$ cat config.mk
export PLATFORM = sky130hd
export DESIGN_NAME = salsa20_8_stream_cipher
export DESIGN_NICKNAME = d
export VERILOG_FILES = /design/src/rtl/salsa_pkg.sv /design/src/rtl/salsa_core.sv /design/src/rtl/salsa_seq.sv /design/src/rtl/salsa20_8_stream_cipher.sv
export SDC_FILE = /design/constraint.sdc
export NUM_CORES = 2
export LEC_CHECK = 0
export ABC_AREA = 0
export BUFFER_PORTS_ARGS = -buffer_cell sky130_fd_sc_hd__clkbuf_2
export CORE_MARGIN = 2
export CORE_UTILIZATION = 35
export DETAILED_ROUTE_END_ITERATION = 16
export SYNTH_ARGS = -nofsm -noshare
export SYNTH_HDL_FRONTEND = slang
export SYNTH_SLANG_ARGS = --single-unit
$ cat constraint.sdc
create_clock -name clock -period 34.4 [get_ports clock]
set_input_delay 3.44 -clock clock [delete_from_list [all_inputs] [get_ports clock]]
set_output_delay 3.44 -clock clock [all_outputs]
set_load 0.05 [all_outputs]
$ cat src/rtl/salsa_pkg.sv
`default_nettype none

package salsa_pkg;

   // One 32-bit word, a lane of four words, the state held as four lanes,
   // and the state held as sixteen words in matrix order.
   typedef logic [31:0]    word_type;
   typedef word_type [3:0] lane_type;
   typedef lane_type [3:0] quad_type;
   typedef word_type [15:0] block_type;

   // Sequencer states.
   typedef enum logic [1:0] {
      ST_IDLE,
      ST_ROUND,
      ST_FINAL,
      ST_EMIT
   } state_type;

   // Rotation amounts of the four steps of a quarter round.
   typedef enum logic [1:0] {
      ROT_7,
      ROT_9,
      ROT_13,
      ROT_18
   } rot_type;

   // Commands from the sequencer to the datapath.
   typedef struct packed {
      logic    load;
      logic    round_step;
      logic    final_step;
      logic    permute;
      rot_type rot;
   } core_ctrl_type;

   // Requests from the top level to the sequencer.
   typedef struct packed {
      logic accept;
      logic need_build;
      logic slot_free;
   } seq_in_type;

   // Status from the sequencer to the top level.
   typedef struct packed {
      logic busy;
      logic emit;
      logic block_done;
   } seq_out_type;

   // Key layout codes.
   localparam logic [1:0] KEY_MODE_64  = 2'd0;
   localparam logic [1:0] KEY_MODE_128 = 2'd1;
   localparam logic [1:0] KEY_MODE_256 = 2'd2;

   // Register indexes on the configuration port.
   localparam logic [2:0] REG_KEY_MODE = 3'd0;
   localparam logic [2:0] REG_KEY_01   = 3'd1;
   localparam logic [2:0] REG_KEY_23   = 3'd2;
   localparam logic [2:0] REG_KEY_45   = 3'd3;
   localparam logic [2:0] REG_KEY_67   = 3'd4;
   localparam logic [2:0] REG_NONCE    = 3'd5;

   // Constant words of the state, in text byte order.
   localparam word_type SIGMA_0 = 32'h65787061;
   localparam word_type SIGMA_3 = 32'h7465206B;
   localparam word_type C1_64   = 32'h6E642030;
   localparam word_type C2_64   = 32'h382D6279;
   localparam word_type C1_128  = 32'h6E642031;
   localparam word_type C2_128  = 32'h362D6279;
   localparam word_type C1_256  = 32'h6E642033;
   localparam word_type C2_256  = 32'h322D6279;

   // Reverses the byte order of a word.
   function automatic word_type bswap32(input word_type w);
      return {w[7:0], w[15:8], w[23:16], w[31:24]};
   endfunction

   // Rotates a word left by the amount of the given step.
   function automatic word_type rotl_sel(input word_type v, input rot_type rot);
      word_type r;
      unique case (rot)
         ROT_7:   r = {v[24:0], v[31:25]};
         ROT_9:   r = {v[22:0], v[31:23]};
         ROT_13:  r = {v[18:0], v[31:19]};
         ROT_18:  r = {v[13:0], v[31:14]};
         default: r = v;
      endcase
      return r;
   endfunction

endpackage

`default_nettype wire

$ cat src/rtl/salsa_core.sv
`default_nettype none

// State datapath: four lanes of add, rotate and xor, shared by every quarter
// round step and by the final feed-forward addition. Lane l holds the words
// of one quarter round in the order a, b, c, d. After each step the roles
// move on by one place, so the same wiring serves all four steps. After a
// half round a fixed permutation turns the column layout into the row layout
// and back again.
module salsa_core (
   input  wire                           clock,
   input  wire salsa_pkg::core_ctrl_type ctrl,
   input  wire salsa_pkg::block_type     init_block,
   input  wire [3:0]                     rd_index,
   output salsa_pkg::word_type           rd_word
);

   salsa_pkg::quad_type q_ff;
   salsa_pkg::quad_type q_in;
   salsa_pkg::quad_type orig_ff;
   salsa_pkg::quad_type orig_in;
   salsa_pkg::quad_type stepped;
   salsa_pkg::quad_type permuted;
   salsa_pkg::quad_type loaded;
   salsa_pkg::quad_type finished;
   salsa_pkg::quad_type orig_rot;
   salsa_pkg::lane_type sum;
   logic [1:0]          rd_lane;
   logic [1:0]          rd_role;

   // Lane arithmetic and the fixed layout changes.
   always_comb begin
      for (int l = 0; l < 4; l++) begin
         sum[l] = q_ff[l][0] + (ctrl.final_step ? orig_ff[l][0] : q_ff[l][3]);
         stepped[l][0] = q_ff[l][1] ^ salsa_pkg::rotl_sel(sum[l], ctrl.rot);
         stepped[l][1] = q_ff[l][2];
         stepped[l][2] = q_ff[l][3];
         stepped[l][3] = q_ff[l][0];
         finished[l][0] = q_ff[l][1];
         finished[l][1] = q_ff[l][2];
         finished[l][2] = q_ff[l][3];
         finished[l][3] = sum[l];
         orig_rot[l][0] = orig_ff[l][1];
         orig_rot[l][1] = orig_ff[l][2];
         orig_rot[l][2] = orig_ff[l][3];
         orig_rot[l][3] = orig_ff[l][0];
      end
      for (int l = 0; l < 4; l++) begin
         for (int r = 0; r < 4; r++) begin
            permuted[l][r] = stepped[(l + r) % 4][(4 - r) % 4];
            loaded[l][r]   = init_block[4 * ((l + r) % 4) + l];
         end
      end
   end

   // Next state of the lanes and of the saved starting state.
   always_comb begin
      q_in    = q_ff;
      orig_in = orig_ff;
      priority if (ctrl.load) begin
         q_in    = loaded;
         orig_in = loaded;
      end else if (ctrl.round_step) begin
         q_in = ctrl.permute ? permuted : stepped;
      end else if (ctrl.final_step) begin
         q_in    = finished;
         orig_in = orig_rot;
      end
   end

   always_ff @(posedge clock) begin
      q_ff    <= q_in;
      orig_ff <= orig_in;
   end

   // Keystream read: word p sits in lane p mod 4, role (p div 4 - lane) mod 4.
   assign rd_lane = rd_index[1:0];
   assign rd_role = rd_index[3:2] - rd_index[1:0];
   assign rd_word = salsa_pkg::bswap32(q_ff[rd_lane][rd_role]);

endmodule

`default_nettype wire

$ cat src/rtl/salsa_seq.sv
`default_nettype none

// Sequencer: 32 quarter round steps (eight half rounds of four steps), then
// four feed-forward steps, then the result transfer.
module salsa_seq (
   input  wire                        clock,
   input  wire                        reset,
   input  wire salsa_pkg::seq_in_type seq_in,
   output salsa_pkg::seq_out_type     seq_out,
   output salsa_pkg::core_ctrl_type   ctrl
);

   salsa_pkg::state_type state_ff;
   salsa_pkg::state_type state_in;
   logic [4:0]           cnt_ff;
   logic [4:0]           cnt_in;

   // Next state.
   always_comb begin
      state_in = state_ff;
      unique case (state_ff)
         salsa_pkg::ST_IDLE: begin
            if (seq_in.accept) begin
               state_in = seq_in.need_build ? salsa_pkg::ST_ROUND : salsa_pkg::ST_EMIT;
            end
         end
         salsa_pkg::ST_ROUND: begin
            if (cnt_ff == 5'd31) begin
               state_in = salsa_pkg::ST_FINAL;
            end
         end
         salsa_pkg::ST_FINAL: begin
            if (cnt_ff[1:0] == 2'd3) begin
               state_in = salsa_pkg::ST_EMIT;
            end
         end
         salsa_pkg::ST_EMIT: begin
            if (seq_in.slot_free) begin
               state_in = salsa_pkg::ST_IDLE;
            end
         end
         default: state_in = salsa_pkg::ST_IDLE;
      endcase
   end

   // Step counter runs through the rounds and wraps into the final steps.
   always_comb begin
      if (state_ff == salsa_pkg::ST_ROUND || state_ff == salsa_pkg::ST_FINAL) begin
         cnt_in = cnt_ff + 5'd1;
      end else begin
         cnt_in = 5'd0;
      end
   end

   // Outputs.
   always_comb begin
      ctrl            = '0;
      ctrl.rot        = salsa_pkg::rot_type'(cnt_ff[1:0]);
      seq_out         = '0;
      seq_out.busy    = (state_ff != salsa_pkg::ST_IDLE);
      unique case (state_ff)
         salsa_pkg::ST_IDLE: begin
            ctrl.load = seq_in.accept && seq_in.need_build;
         end
         salsa_pkg::ST_ROUND: begin
            ctrl.round_step = 1'b1;
            ctrl.permute    = (cnt_ff[1:0] == 2'd3);
         end
         salsa_pkg::ST_FINAL: begin
            ctrl.final_step    = 1'b1;
            seq_out.block_done = (cnt_ff[1:0] == 2'd3);
         end
         salsa_pkg::ST_EMIT: begin
            seq_out.emit = seq_in.slot_free;
         end
         default: begin
            ctrl.load = 1'b0;
         end
      endcase
   end

   always_ff @(posedge clock) begin
      if (reset) begin
         state_ff <= salsa_pkg::ST_IDLE;
         cnt_ff   <= 5'd0;
      end else begin
         state_ff <= state_in;
         cnt_ff   <= cnt_in;
      end
   end

endmodule

`default_nettype wire

$ cat src/rtl/salsa20_8_stream_cipher.sv
`default_nettype none

// Channel   Ports                                        Direction  Carries
// req       req_valid, req_stall, req_text_word,         in         text word, restart flag
//           req_restart
// rsp       rsp_valid, rsp_stall, rsp_result_word        out        text word xor keystream
// csr       csr_psel .. csr_pready (64-bit data)         in/out     key mode, key, nonce
//
// A word that needs no new keystream block goes through the accepting
// transfer, then the loading of the output register. Word index zero (or
// a restart) builds a block first: quarter round steps, then feed-forward
// steps in the four-lane add-rotate-xor unit. A held output register does
// not stop the next word from being accepted; only its loading waits, and
// no other word is taken meanwhile. Reset clears the counter, index and control state.
module salsa20_8_stream_cipher (
   input  wire         clock,
   input  wire         reset,
   input  wire         req_valid,
   output logic        req_stall,
   input  wire  [31:0] req_text_word,
   input  wire         req_restart,
   output logic        rsp_valid,
   input  wire         rsp_stall,
   output logic [31:0] rsp_result_word,
   input  wire         csr_psel,
   input  wire         csr_penable,
   input  wire         csr_pwrite,
   input  wire  [5:0]  csr_paddr,
   input  wire  [63:0] csr_pwdata,
   output logic [63:0] csr_prdata,
   output logic        csr_pready
);

   logic [1:0]  key_mode_ff;
   logic [63:0] key_01_ff;
   logic [63:0] key_23_ff;
   logic [63:0] key_45_ff;
   logic [63:0] key_67_ff;
   logic [63:0] nonce_ff;
   logic [2:0]  csr_index;
   logic        csr_write;

   logic [63:0] counter_ff;
   logic [63:0] counter_in;
   logic [63:0] counter_eff;
   logic [3:0]  index_ff;
   logic [3:0]  index_in;
   logic [31:0] text_ff;
   logic        rsp_valid_ff;
   logic        rsp_valid_in;
   logic [31:0] rsp_word_ff;
   logic [31:0] rsp_word_in;

   logic        accept;
   logic        need_build;

   salsa_pkg::word_type      k [8];
   salsa_pkg::word_type      c1;
   salsa_pkg::word_type      c2;
   salsa_pkg::block_type     init_block;
   salsa_pkg::word_type      rd_word;
   salsa_pkg::seq_in_type    seq_in;
   salsa_pkg::seq_out_type   seq_out;
   salsa_pkg::core_ctrl_type core_ctrl;

   // Configuration port.
   assign csr_pready = 1'b1;
   assign csr_index  = csr_paddr[5:3];
   assign csr_write  = csr_psel && csr_penable && csr_pwrite && csr_pready;

   always_ff @(posedge clock) begin
      if (reset) begin
         key_mode_ff <= salsa_pkg::KEY_MODE_128;
         key_01_ff   <= 64'd0;
         key_23_ff   <= 64'd0;
         key_45_ff   <= 64'd0;
         key_67_ff   <= 64'd0;
         nonce_ff    <= 64'd0;
      end else if (csr_write) begin
         unique case (csr_index)
            salsa_pkg::REG_KEY_MODE: key_mode_ff <= csr_pwdata[1:0];
            salsa_pkg::REG_KEY_01:   key_01_ff   <= csr_pwdata;
            salsa_pkg::REG_KEY_23:   key_23_ff   <= csr_pwdata;
            salsa_pkg::REG_KEY_45:   key_45_ff   <= csr_pwdata;
            salsa_pkg::REG_KEY_67:   key_67_ff   <= csr_pwdata;
            salsa_pkg::REG_NONCE:    nonce_ff    <= csr_pwdata;
            default:                 key_mode_ff <= key_mode_ff;
         endcase
      end
   end

   always_comb begin
      unique case (csr_index)
         salsa_pkg::REG_KEY_MODE: csr_prdata = {62'd0, key_mode_ff};
         salsa_pkg::REG_KEY_01:   csr_prdata = key_01_ff;
         salsa_pkg::REG_KEY_23:   csr_prdata = key_23_ff;
         salsa_pkg::REG_KEY_45:   csr_prdata = key_45_ff;
         salsa_pkg::REG_KEY_67:   csr_prdata = key_67_ff;
         salsa_pkg::REG_NONCE:    csr_prdata = nonce_ff;
         default:                 csr_prdata = 64'd0;
      endcase
   end

   // Input transfer; a restart or a zero index starts a new block.
   assign req_stall   = seq_out.busy;
   assign accept      = req_valid && !req_stall;
   assign need_build  = req_restart || (index_ff == 4'd0);
   assign counter_eff = req_restart ? 64'd0 : counter_ff;

   // Key words laid out by key mode. The unused mode code takes the
   // 128-bit layout.
   always_comb begin
      k[0] = key_01_ff[63:32];
      k[1] = key_01_ff[31:0];
      k[2] = key_23_ff[63:32];
      k[3] = key_23_ff[31:0];
      k[4] = key_45_ff[63:32];
      k[5] = key_45_ff[31:0];
      k[6] = key_67_ff[63:32];
      k[7] = key_67_ff[31:0];
      unique case (key_mode_ff)
         salsa_pkg::KEY_MODE_64: begin
            c1   = salsa_pkg::C1_64;
            c2   = salsa_pkg::C2_64;
            k[2] = k[0];
            k[3] = k[1];
            k[4] = k[0];
            k[5] = k[1];
            k[6] = k[0];
            k[7] = k[1];
         end
         salsa_pkg::KEY_MODE_256: begin
            c1 = salsa_pkg::C1_256;
            c2 = salsa_pkg::C2_256;
         end
         default: begin
            c1   = salsa_pkg::C1_128;
            c2   = salsa_pkg::C2_128;
            k[4] = k[0];
            k[5] = k[1];
            k[6] = k[2];
            k[7] = k[3];
         end
      endcase
   end

   // Starting state in matrix order; the counter enters unswapped.
   always_comb begin
      init_block[0]  = salsa_pkg::bswap32(salsa_pkg::SIGMA_0);
      init_block[1]  = salsa_pkg::bswap32(k[0]);
      init_block[2]  = salsa_pkg::bswap32(k[1]);
      init_block[3]  = salsa_pkg::bswap32(k[2]);
      init_block[4]  = salsa_pkg::bswap32(k[3]);
      init_block[5]  = salsa_pkg::bswap32(c1);
      init_block[6]  = salsa_pkg::bswap32(nonce_ff[63:32]);
      init_block[7]  = salsa_pkg::bswap32(nonce_ff[31:0]);
      init_block[8]  = counter_eff[31:0];
      init_block[9]  = counter_eff[63:32];
      init_block[10] = salsa_pkg::bswap32(c2);
      init_block[11] = salsa_pkg::bswap32(k[4]);
      init_block[12] = salsa_pkg::bswap32(k[5]);
      init_block[13] = salsa_pkg::bswap32(k[6]);
      init_block[14] = salsa_pkg::bswap32(k[7]);
      init_block[15] = salsa_pkg::bswap32(salsa_pkg::SIGMA_3);
   end

   assign seq_in = '{accept:     accept,
                     need_build: need_build,
                     slot_free:  !rsp_valid_ff || !rsp_stall};

   salsa_seq u_seq (
      .clock   (clock),
      .reset   (reset),
      .seq_in  (seq_in),
      .seq_out (seq_out),
      .ctrl    (core_ctrl)
   );

   salsa_core u_core (
      .clock      (clock),
      .ctrl       (core_ctrl),
      .init_block (init_block),
      .rd_index   (index_ff),
      .rd_word    (rd_word)
   );

   // Block counter and word index.
   always_comb begin
      counter_in = counter_ff;
      index_in   = index_ff;
      if (accept && req_restart) begin
         counter_in = 64'd0;
         index_in   = 4'd0;
      end
      if (seq_out.block_done) begin
         counter_in = counter_ff + 64'd1;
      end
      if (seq_out.emit) begin
         index_in = index_ff + 4'd1;
      end
   end

   // Output register: loaded when the word is ready and the slot is free.
   always_comb begin
      rsp_word_in = rsp_word_ff;
      if (seq_out.emit) begin
         rsp_valid_in = 1'b1;
         rsp_word_in  = text_ff ^ rd_word;
      end else if (!rsp_stall) begin
         rsp_valid_in = 1'b0;
      end else begin
         rsp_valid_in = rsp_valid_ff;
      end
   end

   always_ff @(posedge clock) begin
      if (reset) begin
         counter_ff   <= 64'd0;
         index_ff     <= 4'd0;
         rsp_valid_ff <= 1'b0;
      end else begin
         counter_ff   <= counter_in;
         index_ff     <= index_in;
         rsp_valid_ff <= rsp_valid_in;
      end
   end

   always_ff @(posedge clock) begin
      if (accept) begin
         text_ff <= req_text_word;
      end
      rsp_word_ff <= rsp_word_in;
   end

   assign rsp_valid       = rsp_valid_ff;
   assign rsp_result_word = rsp_word_ff;

endmodule

`default_nettype wire

# Word level (Yosys, flattened, before mapping)
# Index checks and enable logic that the tools add are counted.
# classes
muxes,43
bitwise_logic,7
magnitude_cmp,2
reduce_logical,32
eq_ne,19
add_sub_neg,8
# ops
op,n
$mux W512,7
$pmux W32 S4,4
$pmux W64 S6,1
$bmux W128 S2,1
$mux W64,4
$pmux W128 S2,1
$mux W32,5
$xor A32 B32 Y32,5
$add A32 B32 Y32,4
$mux W128,1
$add A64 B1 Y64 const B,1
$bmux W32 S2,1
$pmux W28 S2,1
$reduce_and A2 Y1,8
$eq A2 B2 Y1 const B,5
$mux W2,5
$ne A2 B1 Y1 const B,5
$reduce_bool A2 Y1,5
$mux W1,8
$mux W4,2
$pmux W2 S4,1
$eq A3 B2 Y1 const B,2
$eq A3 B3 Y1 const B,2
$logic_not A2 Y1,3
18 further kinds,29
# totals
output_inout_bits,99
reg_bits,1486
inputBits,110
wordCells,156

# Depth between registers and ports, before layout
# logic_depth
word_depth,9
depth_mapped,20
mapped_depth_nobuf,15

# Cells and area by module
# Synthesis repeated with hierarchy kept, for this count alone.
# hier_totals
cells_unflattened,8789
hier_area_um2,86550.5
# modules_own_cells
module,area_per_inst_um2,seq_area_each_um2,instances,cells_each
salsa_core,64155.3,30749.5,1,6098
salsa20_8_stream_cipher,21969.8,9749.4,1,2645
salsa_seq,425.4,140.1,1,46

# Worst setup path after synthesis
# No wires, ideal clock.
# synth_path
path_type,in2reg
startpoint,input req_valid
endpoint,register u_core.orig_ff[100] in the netlist's numbering (enable)
path_slack_ns,6.303
cell_stages,7
required_time_ns,32.989
arrival_time_ns,26.687
setup_time_ns,1.411
n_path_buf,4
path_cell_list,and2_1 > nand2b_1 > clkbuf_1 > clkbuf_1 > clkbuf_1 > clkbuf_1 > a21oi_1
# synth_between
elab_chain_len,5
elab_cells_between_ends,6
classes_between,1 x eq/ne; 1 x mux; 4 x reduce/logical
# synth_lines
item,line,source
start: declaration,salsa20_8_stream_cipher.sv:18,"input wire req_valid,"
$logic_and A1 B1 Y1 *,salsa20_8_stream_cipher.sv:106,assign accept = req_valid && !req_stall;
$logic_and A1 B1 Y1 *,salsa_seq.sv:63,ctrl.load = seq_in.accept && seq_in.need_build;
$mux W1 *,salsa_seq.sv:61,unique case (state_ff)
$ne A2 B1 Y1 (no line) / $reduce_bool A2 Y1 (equally long branches),n/a,
$reduce_and A2 Y1 (no line) *,n/a,
end signal: assignment,salsa_core.sv:72,orig_ff <= orig_in;
end: declaration,salsa_core.sv:19,salsa_pkg::quad_type orig_ff;
# Mark *: on every way between the ends. The rest lies on a longest branch, timed or not.
# A chain may end at the register's enable or synchronous reset.

# Final worst setup path
# layout_path
startpoint,input csr_paddr[3]
endpoint,output csr_prdata[24]
# layout_between
elab_chain_len,2
elab_cells_between_ends,7
classes_between,5 x eq/ne; 1 x mux; 1 x reduce/logical
# layout_lines
item,line,source
start: declaration,salsa20_8_stream_cipher.sv:28,"input wire [5:0] csr_paddr,"
$eq A3 B3 Y1 (tied with other cells),salsa20_8_stream_cipher.sv:93,unique case (csr_index)
$pmux W64 S6 *,salsa20_8_stream_cipher.sv:93,
end: declaration,salsa20_8_stream_cipher.sv:30,"output logic [63:0] csr_prdata,"
# Marked as above.

==> impl_results.md <==
- Placed Cells: approximately 12000
- Tot Pwr: 0.0121 W
- Mean number of vias per cell: 6.27
- Final ANT Viol Nets: 0
- Number of max-cap violations: 1
- Placed cell areas: between 80000 and 90000 um^2
- Final setup fails: 0
- Post-synth cell types: between 90 and 100
- Peak supply drop: about 0.10 mV
- Layout cells sized above 1: between 10 and 15%
- Tot GR Track Use: 32.7%
- Layout net count: 9049
- Commonest non-fill, non-tap cell in the layout: nand2_1
- Clock sinks: 1486
- HPWL after DPL: just over 300 mm
- Routed WL per cell: 34.1 um
- Failing checks: max-capacitance violations, max-slew violations
- CP Class: in2out
- GRT overflow: 0
- Gpl congestion: 1.01
- CTS tree: yes
- DRC: 0
- Avg Inst Size Synth: 9.40 um^2
- Fillers: between 20000 and 25000
- Area delta synth->final: 12.5%
- Outcome: finished with violations
- Yosys reg bits: around 1500
- Clock Latency Late Sink: about 0.87 ns
- Slew headroom: -3.43%
- Routed via count: about 76000
- Die height: around 490 um
- Die W: between 400 and 500 um
- RSZ-0062 raised after global routing: false
- Largest net degree at the start of global routing: approximately 160
- Core area: between 200000 and 250000 um^2
- Cell area after layout: between 90000 and 100000 um^2
- H-tree lvl count: 4
- Hold-fix buffers at CTS: 0
- Final Hold Vio Count: 0
- Most frequent cells in the layout: nand2_1, edfxtp_1, a21oi_1, mux2i_1, o21ai_0
- First-pass GRT wire length: roughly 560 mm
- Antenna violations before repair: between 60 and 70
- Row Count: about 180
- Tmin final: 10.13 ns
- Clock transition at path regs: 0.06 ns
- R2R setup slack: roughly 27 ns
- Root buf cell: clkbuf_16
- Final std cells w/o fill: 12100
- Syn_nets: approximately 9200
- Worst Path Arrival: 6.69 ns
- Min-delay worst type: reg2reg
- Post-CTS Setup Inserts: 0
- Setup crit end kind: output pin
- Startpoint Class: primary input
- Clock Tree Buf Depth: 3
- Post-Syn Area: around 84000 um^2
- Full die area: 244000 um^2
- WL final: roughly 410 mm
- Register area share after synthesis: around 47%
- Slew @ Worst Pin: 1.54 ns
- Top FF cell, synth: edfxtp_1
- Port buffer count: between 200 and 250
- Initial DRC count: 13300
- EDFF count, synth: 960
- Util after Layout: 39.6%
- Post-CTS sizing: 0
- Critical Path Fanout Max: 46
- Cells after Synth: just under 9000
- Worst Skew: 0.0928 ns
- Yosys warns: 0
- Fmax achieved: ~100 MHz
- Slew Viols, Final: 2
- Fin crit share: around 29%
- Worst Path Required: 30.96 ns
- Final setup TNS: 0 ns
- IO Pins: roughly 210
- Post-synth ARST share: 0%
- Vias in the first global route: between 60000 and 70000
- TritonCTS Buffers: roughly 180
- Initial Utilization: about a third
- Initial DRT Pass Iterations: 7
- Leak: 34.9 nW
- PD cells: ~130 nW/um^2
==> flip-flops by register name (all words and copies together), names as in the netlist <==
register / cells
key_23_ff: 64
u_seq.state_ff: 2
counter_ff: 64
rsp_result_word: 32
index_ff: 4
text_ff: 32
u_seq.cnt_ff: 5
nonce_ff: 64
u_core.permuted: 128
key_67_ff: 64
key_01_ff: 64
u_core.finished: 384
key_mode_ff: 2
key_45_ff: 64
rsp_valid: 1
u_core.orig_ff: 512
==> power by group <==
group / internal (W) / switching [W] / total, W / leakage (nW)
clock: 0.00115 / 0.000855 / 0.00201 / 2.98
sequential: 0.00287 / 0.000612 / 0.00348 / 13.8
combinational: 0.00189 / 0.00473 / 0.00662 / 18.1
total: 0.00592 / 0.00619 / 0.0121 / 34.9
==> final cells by class <==
type / count / area (um^2) / share of cell area [%]
Clock inverter: 100 / 1300 / 1.38
Tap cell: 3167 / 3960 / 4.20
Clock buffer: 233 / 4850 / 5.14
Multi-Input combinational cell: 6686 / 42000 / 44.5
Sequential cell: 1486 / 39400 / 41.7
Timing Repair Buffer: 392 / 2560 / 2.71
Inverter: 53 / 214 / 0.227
Antenna cell: 32 / 80.1 / 0.0848
==> worst max-delay path: stages <==
cell      delay [ns]
buf_4           0.36
nor2b_1         0.29
nor2b_4         0.64
buf_4           0.73
a221o_1         0.68
clkbuf_2        0.39
==> path summary, 6_finish.rpt <==
| path | end | from | depth (start not counted) |
|---|---|---|---|
| max | csr_prdata[24] | csr_paddr[3] | 6 |
| min | u_core.orig_ff[408] | u_core.orig_ff[440] | 2 |
| max reg2reg | u_core.permuted[292] | u_seq.state_ff[0] | 16 |
| min reg2reg | u_core.orig_ff[408] | u_core.orig_ff[440] | 2 |
==> routing by layer <==
metal  share of wire [%]  routed length (um)  global-route usage (%)  vias to the layer above
li1                    -                   -                       -                    32400
met1                  40              166000                    45.2                    37700
met2                  39              163000                    44.0                     5325
met3                  15               60500                    12.4                      742
met4                 5.9               24500                    16.8                       24
met5               0.039                 162                       0                        -
==> cells in the mapped netlist, drive strengths merged (19+ instances only) <==
library cell / number / area share [%]
clkbuf: 613 / 2.7
nor3: 46 / 0.28
mux4: 96 / 2.6
and2: 24 / 0.18
mux2: 149 / 2.0
o21ai: 663 / 4.0
and3: 141 / 1.1
nor2: 374 / 1.7
nand3: 230 / 1.4
or2: 24 / 0.18
o21a: 36 / 0.32
xnor2: 141 / 1.5
o211ai: 43 / 0.38
edfxtp: 960 / 34
nor2b: 19 / 0.14
a211oi: 114 / 1.1
mux2i: 655 / 7.8
a21o: 131 / 1.2
nand4: 42 / 0.32
a31oi: 49 / 0.39
dfxtp: 526 / 13
ha: 140 / 2.1
nand2: 1997 / 8.9
a221o: 79 / 0.94
o21bai: 64 / 0.57
inv: 49 / 0.22
nand2b: 35 / 0.26
a21oi: 881 / 5.3
a221oi: 175 / 1.8
buf: 86 / 0.42
or3: 29 / 0.22
xor2: 89 / 0.93
==> cells by family (layout without fill, tap and decap cells) <==
| logic type | after synthesis | after routing | share of synthesized area (%) |
|---|---|---|---|
| xor+xnor | 230 | 230 | 2.40 |
| fa+ha+maj | 144 | 144 | 2.18 |
| other cells | 1 | 33 | 0.00447 |
| flops | 1486 | 1486 | 46.9 |
| simple gates | 3016 | 3016 | 15.1 |
| mux | 900 | 900 | 12.4 |
| buf+inv | 752 | 778 | 3.40 |
| compound gates | 2395 | 2395 | 17.6 |
==> per-stage QoR <==
step / setup WS, ns / hold slack (ns)
after detailed placement: 24.52 / 0.449
after CTS: 24.51 / 0.460
after global placement: 24.52 / 0.440
final: 24.27 / 0.457
after floorplan: 6.30 / 0.438
after global routing: 24.38 / 0.480
No activity file was read; power rests on OpenSTA's default activity.
